===== src/rtl/mts_pkg.sv =====
// shared types and constants for the max tracking stack
package mts_pkg;

  localparam int unsigned DEPTH = 1024;
  localparam int unsigned DATA_W = 32;
  localparam int unsigned CNT_W = $clog2(DEPTH + 1);

  typedef enum logic {
    ACT_PUSH = 1'b0,
    ACT_POP  = 1'b1
  } action_e;

  typedef enum logic [1:0] {
    STAT_OK        = 2'd0,
    STAT_OVERFLOW  = 2'd1,
    STAT_UNDERFLOW = 2'd2
  } status_e;

  typedef struct packed {
    logic signed [DATA_W-1:0] value;
    logic signed [DATA_W-1:0] max;
  } entry_t;

  typedef struct packed {
    logic push;
    logic pop;
  } shift_t;

endpackage


===== src/rtl/mts_cell.sv =====
// one stack position: takes the entry above on push and the entry below on pop
module mts_cell (
  input  logic            clk_i,
  input  mts_pkg::shift_t shift_i,
  input  mts_pkg::entry_t above_i,
  input  mts_pkg::entry_t below_i,
  output mts_pkg::entry_t entry_o
);

  mts_pkg::entry_t entry_q;
  mts_pkg::entry_t entry_d;

  always_comb begin
    entry_d = entry_q;
    if (shift_i.push) begin
      entry_d = above_i;
    end else if (shift_i.pop) begin
      entry_d = below_i;
    end
  end

  always_ff @(posedge clk_i) begin
    entry_q <= entry_d;
  end

  assign entry_o = entry_q;

endmodule


===== config.mk =====
export PLATFORM = sky130hd
export DESIGN_NAME = mts_cell
export DESIGN_NICKNAME = d
export VERILOG_FILES = /design/src/rtl/mts_pkg.sv /design/src/rtl/mts_cell.sv
export SDC_FILE = /design/constraint.sdc
export NUM_CORES = 1
export LEC_CHECK = 0
export CAP_MARGIN = 20
export CORE_ASPECT_RATIO = 0.5
export CORE_UTILIZATION = 50
export CTS_BUF_LIST = sky130_fd_sc_hd__clkbuf_4 sky130_fd_sc_hd__clkbuf_8
export DETAILED_ROUTE_END_ITERATION = 7
export DONT_BUFFER_PORTS = 1
export PLACE_DENSITY_LB_ADDON = 0.2
export SETUP_SLACK_MARGIN = 0.02
export SYNTH_ARGS = -nofsm -noshare
export SYNTH_HDL_FRONTEND = slang
export SYNTH_SLANG_ARGS = --single-unit
export TNS_END_PERCENT = 1

===== constraint.sdc =====
create_clock -name clk_i -period 3.33 [get_ports clk_i]
set_input_delay 0.666 -clock clk_i [delete_from_list [all_inputs] [get_ports clk_i]]
set_output_delay 0.666 -clock clk_i [all_outputs]
set_load 0.05 [all_outputs]

==> flow_metrics.py, run 1 <==
metrics = {
    "placement": {
        "place_congestion": 0.622,
        "port-buffer-count": 0,
        "dp.cells": 204,
        "dpl_cell_area_sq_um": 2940,
    },
    "routing": {
        "drt_drc_violations_left": 0,
        "firstDrtPassIters": 6,
        "wirelength_mm": 4.76,
        "dr.first_iter.drc_count": 43,
        "postRouteAntennaNets": 0,
        "via_per_inst": 5.45,
        "wl_per_cell_um": 21.6,
        "vias": 1198,
    },
    "worst_setup_path": {
        "worstSetupPathType": "reg2out",
        "worstPathArrival_ns": 0.98,
        "crit_fanout": 1,
        "critPathCaptureType": "output port",
        "start_kind": "flip-flop",
        "cp.required_ns": 2.66,
    },
    "synthesis": {
        "syn_inst": 136,
        "syn_nets": 267,
        "synth_edf_count": 64,
        "yosys_warnings": 0,
        "async_flop_share_pct": 0,
        "synth_most_common_cell": "edfxtp_1",
        "synth.avg_cell_area_sq_um": 21.4,
        "synth_area_leaders": "edfxtp_1 66%, mux2_4 25%, mux2_2 5.8%",
        "ys_types": 6,
        "ys_seq_area_share_pct": 66.1,
        "yosysTopAreaCell": "edfxtp_1",
        "netlist_top_cells_count": "64 x edfxtp_1, 49 x mux2_4, 15 x mux2_2",
        "synthesis.area_sq_um": 2910,
        "yosysTopAreaCellShare_pct": 66.1,
        "synthFlopType": "edfxtp_1",
        "synth_seq_cells": 64,
    },
    "power_and_ir_drop": {
        "p_leak_uw": 0.00121,
        "peakVddDrop_uv": 277,
        "p_per_area_nw_per_um2": 664,
    },
    "timing": {
        "setup_viol": 0,
        "post-route-period-util_pct": 49.5,
        "setup_tns_ns": 0,
        "grt_setup_unrepaired": "false",
        "hold_violations": 0,
        "slew_headroom_pct": 59.8,
        "fmax_mhz": 607,
        "tightest_slew_ns": 0.604,
        "period_minus_slack_ns": 1.65,
        "slew_violations": 0,
        "hold_ws_ns": 0.557,
    },
    "clock_network": {
        "cts_setup_buffers": 0,
        "cts_hold_buffers": 0,
        "cts.clk_slew.worst_paths_ns": 0.07,
        "cts_tree": "built",
        "numCtsBuffers": 9,
        "cts-resized-gates": 0,
        "cts_max_level": 3,
        "clock_path_buffers": 2,
        "cts_sinks": 64,
        "cts_root_buf": "clkbuf_8",
    },
    "finish": {
        "largest_reg_flops": 64,
        "nFillCells": 433,
        "syn2layout_area_growth_pct": 7.58,
        "post-route-cell-area_sq_um": 3130,
        "instances_no_fill": 220,
        "final_core_util_pct": 56.4,
        "seqCellArea_sq_um": 1920,
        "multiInputGateArea_sq_um": 911,
        "layout.nets": 273,
        "n_antenna_cell": 0,
        "drive_gt1_share_pct": 55.1,
    },
    "grt": {
        "antenna_found_initial": 0,
        "grt_pass1_vias": 1237,
        "grt_pass1_wl_mm": 6.67,
        "grt_max_degree": 66,
        "grt.overflow.total": 0,
        "grt.total_usage_pct": 15.6,
    },
    "floorplan": {
        "die_w_um": 110,
        "start_util_pct": 52.5,
        "die_h_um": 55.9,
        "die_area_sq_um": 6140,
        "core_sq_um": 5540,
        "io-pin-count": 195,
        "num_rows": 19,
    },
    "run_status": {
        "status": "finished, final reports clean",
    },
    "flow_run": {
        "drv_cap": 0,
    },
    "worst_hold_path": {
        "worstHoldPathType": "in2reg",
    },
}
metal layers:
metal / track usage [%] / wire length (um) / vias up
met2: 27.0 / 2460 / 89
met5: 0 / 0 / -
met3: 7.73 / 478 / 4
met1: 16.4 / 1780 / 560
met4: 5.71 / 32 / 0
li1: - / - / 545
cells by family (layout without fill, tap and decap cells):
kind of cell	count (synthesis)	in the layout	synth area share [%]
buffers and inverters	7	18	2.50
flip-flops	64	64	66.1
multiplexers	64	64	31.1
AND/OR/NAND/NOR	1	1	0.215
cell type report:
cell class | count | area share, %
Clock buffer | 9 | 3.96
Clock inverter | 7 | 2.00
Multi-Input combinational cell | 65 | 29.1
Sequential cell | 64 | 61.5
Tap cell | 73 | 2.92
Timing Repair Buffer | 2 | 0.480
power breakdown:
group	internal [uW]	switching (uW)
sequential	999	347
combinational	84.8	31.8
clock	337	274
path summary, 6_finish.rpt:
check / start / to / depth (start not counted)
worst max-delay path: entry_o[18]$_DFFE_PP_ / entry_o[18] / 0
worst min-delay path: above_i[16] / entry_o[16]$_DFFE_PP_ / 1
layout by cell type, fill, tap and decap left out, drive strengths merged:
cell,instances
mux2,64
buf,2
clkbuf,9
edfxtp,64
bufinv,1
clkinv,4
or2,1
clkinvlp,2
metrics by stage:
step                      power (uW)  setup WS, ns
after floorplan                 1470         0.490
after global placement          1480          1.45
after detailed placement        1480          1.43
after CTS                       2110          1.65
after global routing            2150          1.63
final                           2080          1.68
No activity file was read; power rests on OpenSTA's default activity.
==> run 2: changes to the inputs <==
--- a/config.mk
+++ b/config.mk
@@ -5,6 +5,7 @@
 export SDC_FILE = /design/constraint.sdc
 export NUM_CORES = 1
 export LEC_CHECK = 0
+export ABC_AREA = 1
 export CAP_MARGIN = 20
 export CORE_ASPECT_RATIO = 0.5
 export CORE_UTILIZATION = 50
==> constraint.sdc (replaced) <==
create_clock -name clk_i -period 1.6 [get_ports clk_i]
set_input_delay 0.32 -clock clk_i [delete_from_list [all_inputs] [get_ports clk_i]]
set_output_delay 0.32 -clock clk_i [all_outputs]
set_load 0.05 [all_outputs]
==> run 2 against run 1 <==
Against the previous run:
- power up 95%
- global-route usage grew 1.9 points
- clock power increased by 72%
- sequential share of layout area up 4.2 points
- combinational power grew 70%
- count of clock-buffer cells in the layout is 1 higher
- sequential power up 110%
- utilization is 0.82 points higher
- cell count increased by 56%
- die area down 5.0%
- critical path type unchanged
- critical endpoint is now entry_o[2]
==> flow_metrics.py, run 2 <==
metrics = {
    "routing": {
        "top_layer": "met4",
        "wl_met1_mm": 2.05,
        "via_per_inst": 5.15,
        "dr.first_iter.drc_count": 100,
        "firstDrtPassIters": 4,
        "wl_per_cell_um": 15.5,
        "postRouteAntennaNets": 0,
        "vias": 1766,
        "met2WireLength_mm": 2.76,
        "dr_wl_met3_um": 428,
        "wirelength_mm": 5.31,
        "drt_drc_violations_left": 0,
    },
    "floorplan": {
        "core_sq_um": 5110,
        "die_h_um": 54.5,
        "io-pin-count": 195,
        "die_w_um": 107,
        "die_area_sq_um": 5830,
        "num_rows": 18,
        "start_util_pct": 53.9,
    },
    "worst_setup_path": {
        "cp.required_ns": 1.28,
        "worstSetupPathType": "reg2out",
        "start_kind": "flip-flop",
        "worstPathArrival_ns": 0.98,
        "critPathCaptureType": "output port",
        "crit_fanout": 1,
    },
    "clock_network": {
        "cts_root_buf": "clkbuf_8",
        "cts_sinks": 64,
        "cts_hold_buffers": 0,
        "cts-resized-gates": 0,
        "cts_max_level": 3,
        "cts_tree": "built",
        "numCtsBuffers": 9,
        "clock_path_buffers": 2,
        "cts_setup_buffers": 0,
        "cts.clk_slew.worst_paths_ns": 0.06,
    },
    "placement": {
        "place_congestion": 0.718,
        "dp.cells": 330,
        "port-buffer-count": 0,
        "dp_hpwl_mm": 3.73,
        "post-place-ws_ns": 0.130,
    },
    "power_and_ir_drop": {
        "switching_share_pct": 33.5,
        "p_leak_uw": 0.00133,
        "p_switching_uw": 1360,
        "p_comb_share_pct": 4.9,
        "p_seq_share_pct": 69.3,
        "p_per_area_nw_per_um2": 1380,
        "power.share.clock_pct": 25.8,
        "peakVddDrop_uv": 623,
        "p_int_uw": 2690,
    },
    "run_status": {
        "status": "finished, final reports clean",
    },
    "timing": {
        "setup_viol": 0,
        "hold_violations": 0,
        "fmax_mhz": 771,
        "setup_tns_ns": 0,
        "worst_slack_ns": 0.303,
        "period_minus_slack_ns": 1.30,
        "slew_headroom_pct": 33.9,
        "post-route-period-util_pct": 81.1,
        "tightest_slew_ns": 0.990,
        "grt_setup_unrepaired": "false",
        "slew_violations": 0,
    },
    "synthesis": {
        "synth_seq_cells": 64,
        "yosysTopAreaCell": "edfxtp_1",
        "yosys_warnings": 0,
        "yosysTopAreaCellShare_pct": 69.8,
        "synthFlopType": "edfxtp_1",
        "ys_types": 6,
        "async_flop_share_pct": 0,
        "synth_most_common_cell": "nand2_1",
        "synth_edf_count": 64,
        "syn_inst": 271,
        "synthesis.area_sq_um": 2760,
        "netlist_top_cells_count": "192 x nand2_1, 64 x edfxtp_1, 7 x buf_2",
        "synth_area_leaders": "edfxtp_1 70%, nand2_1 26%, buf_6 2.5%",
        "syn_nets": 402,
        "synth.avg_cell_area_sq_um": 10.2,
        "ys_seq_area_share_pct": 69.8,
    },
    "worst_hold_path": {
        "worstHoldPathType": "in2reg",
        "whs_path_depth": 2,
        "holdPathEnd": "entry_o[2]$_DFFE_PP_",
        "worstHoldStart": "below_i[2]",
    },
    "flow_run": {
        "drv_cap": 0,
    },
    "grt": {
        "grt_pass1_wl_mm": 7.18,
        "grt_max_degree": 67,
        "grt.total_usage_pct": 17.5,
        "grt_pass1_vias": 1467,
        "antenna_found_initial": 0,
        "grt.overflow.total": 0,
    },
    "finish": {
        "drive_gt1_share_pct": 5.49,
        "instances_no_fill": 343,
        "layout.nets": 402,
        "n_antenna_cell": 0,
        "final_cell_mix": "192 x nand2_1, 64 x edfxtp_1, 9 x clkbuf_8",
        "final_common_cell": "nand2_1",
        "syn2layout_area_growth_pct": 6.22,
        "largest_reg_flops": 64,
    },
}
## run 2: cell types whose count changed after synthesis
cell and change:
inv_2 +1, buf_2 +6, or2_1 -1, or2_2 +1
nand2_1 +192, mux2_2 -15, mux2_4 -49
## run 2: cell families after synthesis
group | count (synthesis) | synth area share [%]
and+or+nand+nor | 193 | 26.4
DFF | 64 | 69.8
buffers and inverters | 14 | 3.86
## run 2: power by group through the flow
stage / sequential, uW / clock (uW) / combinational, uW
after floorplan: 2800 / 0 / 186
after global placement: 2840 / 0 / 188
after detailed placement: 2840 / 0 / 203
after CTS: 2810 / 1090 / 204
after global routing: 2820 / 1140 / 238
final: 2800 / 1050 / 199
## run 2: routing by layer
layer / vias to the layer above / GRT usage, %
met3: 8 / 8.21
met1: 797 / 18.4
met2: 96 / 31.3
li1: 865 / -
met4: 0 / 7.76
met5: - / 0
## run 2: layout make-up
| type | count | area, sq um |
|---|---|---|
| clock buffers | 10 | 131 |
| clock inverters | 3 | 12.5 |
| fillers | 415 | 2190 |
| inverters | 1 | 3.75 |
| multi-input cells | 193 | 729 |
| flip-flops and latches | 64 | 1920 |
| well taps | 70 | 87.6 |
| repair buffers | 2 | 40.0 |
## run 2: how the worst max path moves through the flow
stage                               start                     to  slack, ns  depth (start not counted)
finish               entry_o[2]$_DFFE_PP_             entry_o[2]       0.30                          0
detailed placement             shift_i[1]   entry_o[5]$_DFFE_PP_       0.13                          3
global route        entry_o[15]$_DFFE_PP_            entry_o[15]       0.27                          0
floorplan                      shift_i[1]   entry_o[0]$_DFFE_PP_       0.23                          2
global placement               shift_i[1]  entry_o[56]$_DFFE_PP_       0.26                          3
CTS                  entry_o[2]$_DFFE_PP_             entry_o[2]       0.28                          0
## run 2: per-stage QoR
| stage | total power [uW] | area (sq um) | util, % | hold slack, ns |
|---|---|---|---|---|
| CTS | 4100 | 2930 | 57.2 | 0.161 |
| detailed placement | 3040 | 2780 | 54.4 | 0.504 |
| global placement | 3030 | 2780 | 54.4 | 0.500 |
| finish | 4050 | 2930 | 57.2 | 0.182 |
| global route | 4200 | 2930 | 57.2 | 0.160 |
| floorplan | 2990 | 2760 | - | 0.499 |
==> run 3: changes to the inputs <==
==> constraint.sdc (replaced) <==
create_clock -name clk_i -period 1.1 [get_ports clk_i]
set_input_delay 0.22 -clock clk_i [delete_from_list [all_inputs] [get_ports clk_i]]
set_output_delay 0.22 -clock clk_i [all_outputs]
set_load 0.05 [all_outputs]
==> run 3 against run 2 <==
Against the previous run:
- the flow now finishes with violations (negative setup slack)
- flip-flop and latch count did not move
- first-iteration DRC count is 35% lower
- worst setup slack worse by 0.33 ns
- highest routed layer unchanged
- non-clock buffer count up 65
- largest power group unchanged
==> flow_metrics.py, run 3 (synthesized netlist as in run 2, its figures left out) <==
metrics = {
    "finish": {
        "layout.nets": 467,
        "final_common_cell": "nand2_1",
        "syn2layout_area_growth_pct": 34.4,
        "instances_no_fill": 410,
        "drive_gt1_share_pct": 24.1,
        "final_cell_mix": "192 x nand2_1, 64 x edfxtp_1, 64 x buf_6",
        "n_antenna_cell": 0,
        "largest_reg_flops": 64,
    },
    "placement": {
        "dp_hpwl_mm": 3.87,
        "place_congestion": 0.632,
        "port-buffer-count": 0,
        "post-place-ws_ns": 0.104,
        "dp.cells": 395,
    },
    "power_and_ir_drop": {
        "switching_share_pct": 30.6,
        "power_uw": 7000,
        "power.share.clock_pct": 29.5,
        "p_leak_uw": 0.00174,
        "p_seq_share_pct": 44.6,
        "p_per_area_nw_per_um2": 1890,
        "peakVddDrop_uv": 956,
        "p_int_uw": 4860,
        "p_switching_uw": 2140,
        "p_comb_share_pct": 25.9,
    },
    "routing": {
        "drt_drc_violations_left": 0,
        "wirelength_mm": 5.54,
        "firstDrtPassIters": 4,
        "vias": 2012,
        "postRouteAntennaNets": 0,
        "via_per_inst": 4.91,
        "wl_per_cell_um": 13.5,
        "dr.first_iter.drc_count": 65,
    },
    "worst_hold_path": {
        "holdPathEnd": "entry_o[50]$_DFFE_PP_",
        "worstHoldStart": "below_i[50]",
        "worstHoldPathType": "in2reg",
        "whs_path_depth": 2,
    },
    "timing": {
        "setup_viol": 8,
        "worst_slack_ns": -0.0249,
        "hold_ws_ns": 0.0787,
        "setup_tns_ns": -0.0530,
        "slew_headroom_pct": 72.7,
        "fmax_mhz": 889,
        "post-route-period-util_pct": 102,
        "tightest_slew_ns": 0.410,
        "period_minus_slack_ns": 1.12,
        "grt_setup_unrepaired": "true",
        "hold_violations": 0,
        "slew_violations": 0,
    },
    "worst_setup_path": {
        "startpoint": "entry_o[3]$_DFFE_PP_",
        "start_kind": "flip-flop",
        "worstSetupPathType": "reg2out",
        "crit_slowest_cell": "edfxtp_1",
        "critPathCaptureType": "output port",
        "worstPathArrival_ns": 0.90,
        "crit_family": "flip-flops",
        "crit_chain": "buf_6",
        "crit_buf_inv": 1,
        "critPathMaxStageDelay_ns": 0.41,
        "crit_fanout": 1,
        "cp.required_ns": 0.88,
    },
    "grt": {
        "antenna_found_initial": 0,
        "grt.total_usage_pct": 18.3,
        "grt_max_degree": 67,
        "grt_pass1_vias": 1665,
        "grt.overflow.total": 0,
        "grt_pass1_wl_mm": 7.56,
    },
    "clock_network": {
        "cts_sinks": 64,
        "cts_root_buf": "clkbuf_8",
        "numCtsBuffers": 9,
        "clock_path_buffers": 2,
        "cts_max_level": 3,
        "cts_tree": "built",
        "cts.clk_slew.worst_paths_ns": 0.07,
        "cts_setup_buffers": 0,
    },
    "floorplan": {
        "die_w_um": 107,
        "num_rows": 18,
        "core_sq_um": 5110,
        "die_h_um": 54.5,
        "start_util_pct": 53.9,
        "die_area_sq_um": 5830,
        "io-pin-count": 195,
    },
    "run_status": {
        "status": "finished with violations",
        "violations": "negative setup slack",
    },
    "flow_run": {
        "drv_cap": 0,
    },
}
## run 3: cell types whose count changed in the layout (fill, tap and decap cells not counted), sizes merged
cell | before | now
bufinv | 0 | 2
buf | 2 | 67
## run 3: what timing repair did
action | 4_1_cts | 5_1_grt
resized for setup | 64 | 0
hold buffers | 0 | 0
setup endpoints to repair | 64 | 64
## run 3: layout make-up
cell class              instances  area (sq um)
clock inverters                 5          72.6
repair buffers                 67           756
fillers                       356          1410
clock buffers                  10           131
well taps                      70          87.6
multi-input cells             193           729
inverters                       1          3.75
flip-flops and latches         64          1920
## run 3: worst max-delay path by stage
| stage | endpoint | slack [ns] | cells after the start |
|---|---|---|---|
| after global routing | entry_o[3] | -0.08 | 1 |
| final | entry_o[3] | -0.02 | 1 |
| after CTS | entry_o[3] | -0.05 | 1 |
| after detailed placement | entry_o[9]$_DFFE_PP_ | 0.10 | 2 |
| after global placement | entry_o[3]$_DFFE_PP_ | 0.12 | 2 |
| after floorplan | entry_o[0]$_DFFE_PP_ | -0.14 | 2 |
## run 3: metrics by stage
step | util [%] | cell area (sq um)
final | 72.4 | 3700
after global routing | 72.4 | 3700
after CTS | 72.4 | 3700
after detailed placement | 63.7 | 3260
after global placement | 63.7 | 3260
after floorplan | - | 2770
## run 3: power groups by stage
stage	sequential (uW)	clock (uW)	combinational, uW
4_1_cts	3130	2120	1820
3_5_place_dp	3120	0	1660
6_report	3120	2060	1810
3_3_place_gp	3110	0	1640
2_1_floorplan	4080	0	275
5_1_grt	3150	2220	1890
## run 3: layer usage
layer / track usage (%) / part of all wire, %
met3: 7.26 / 7.2
met1: 19.6 / 39
met4: 8.22 / 0.83
met5: 0 / 0
met2: 33.3 / 53
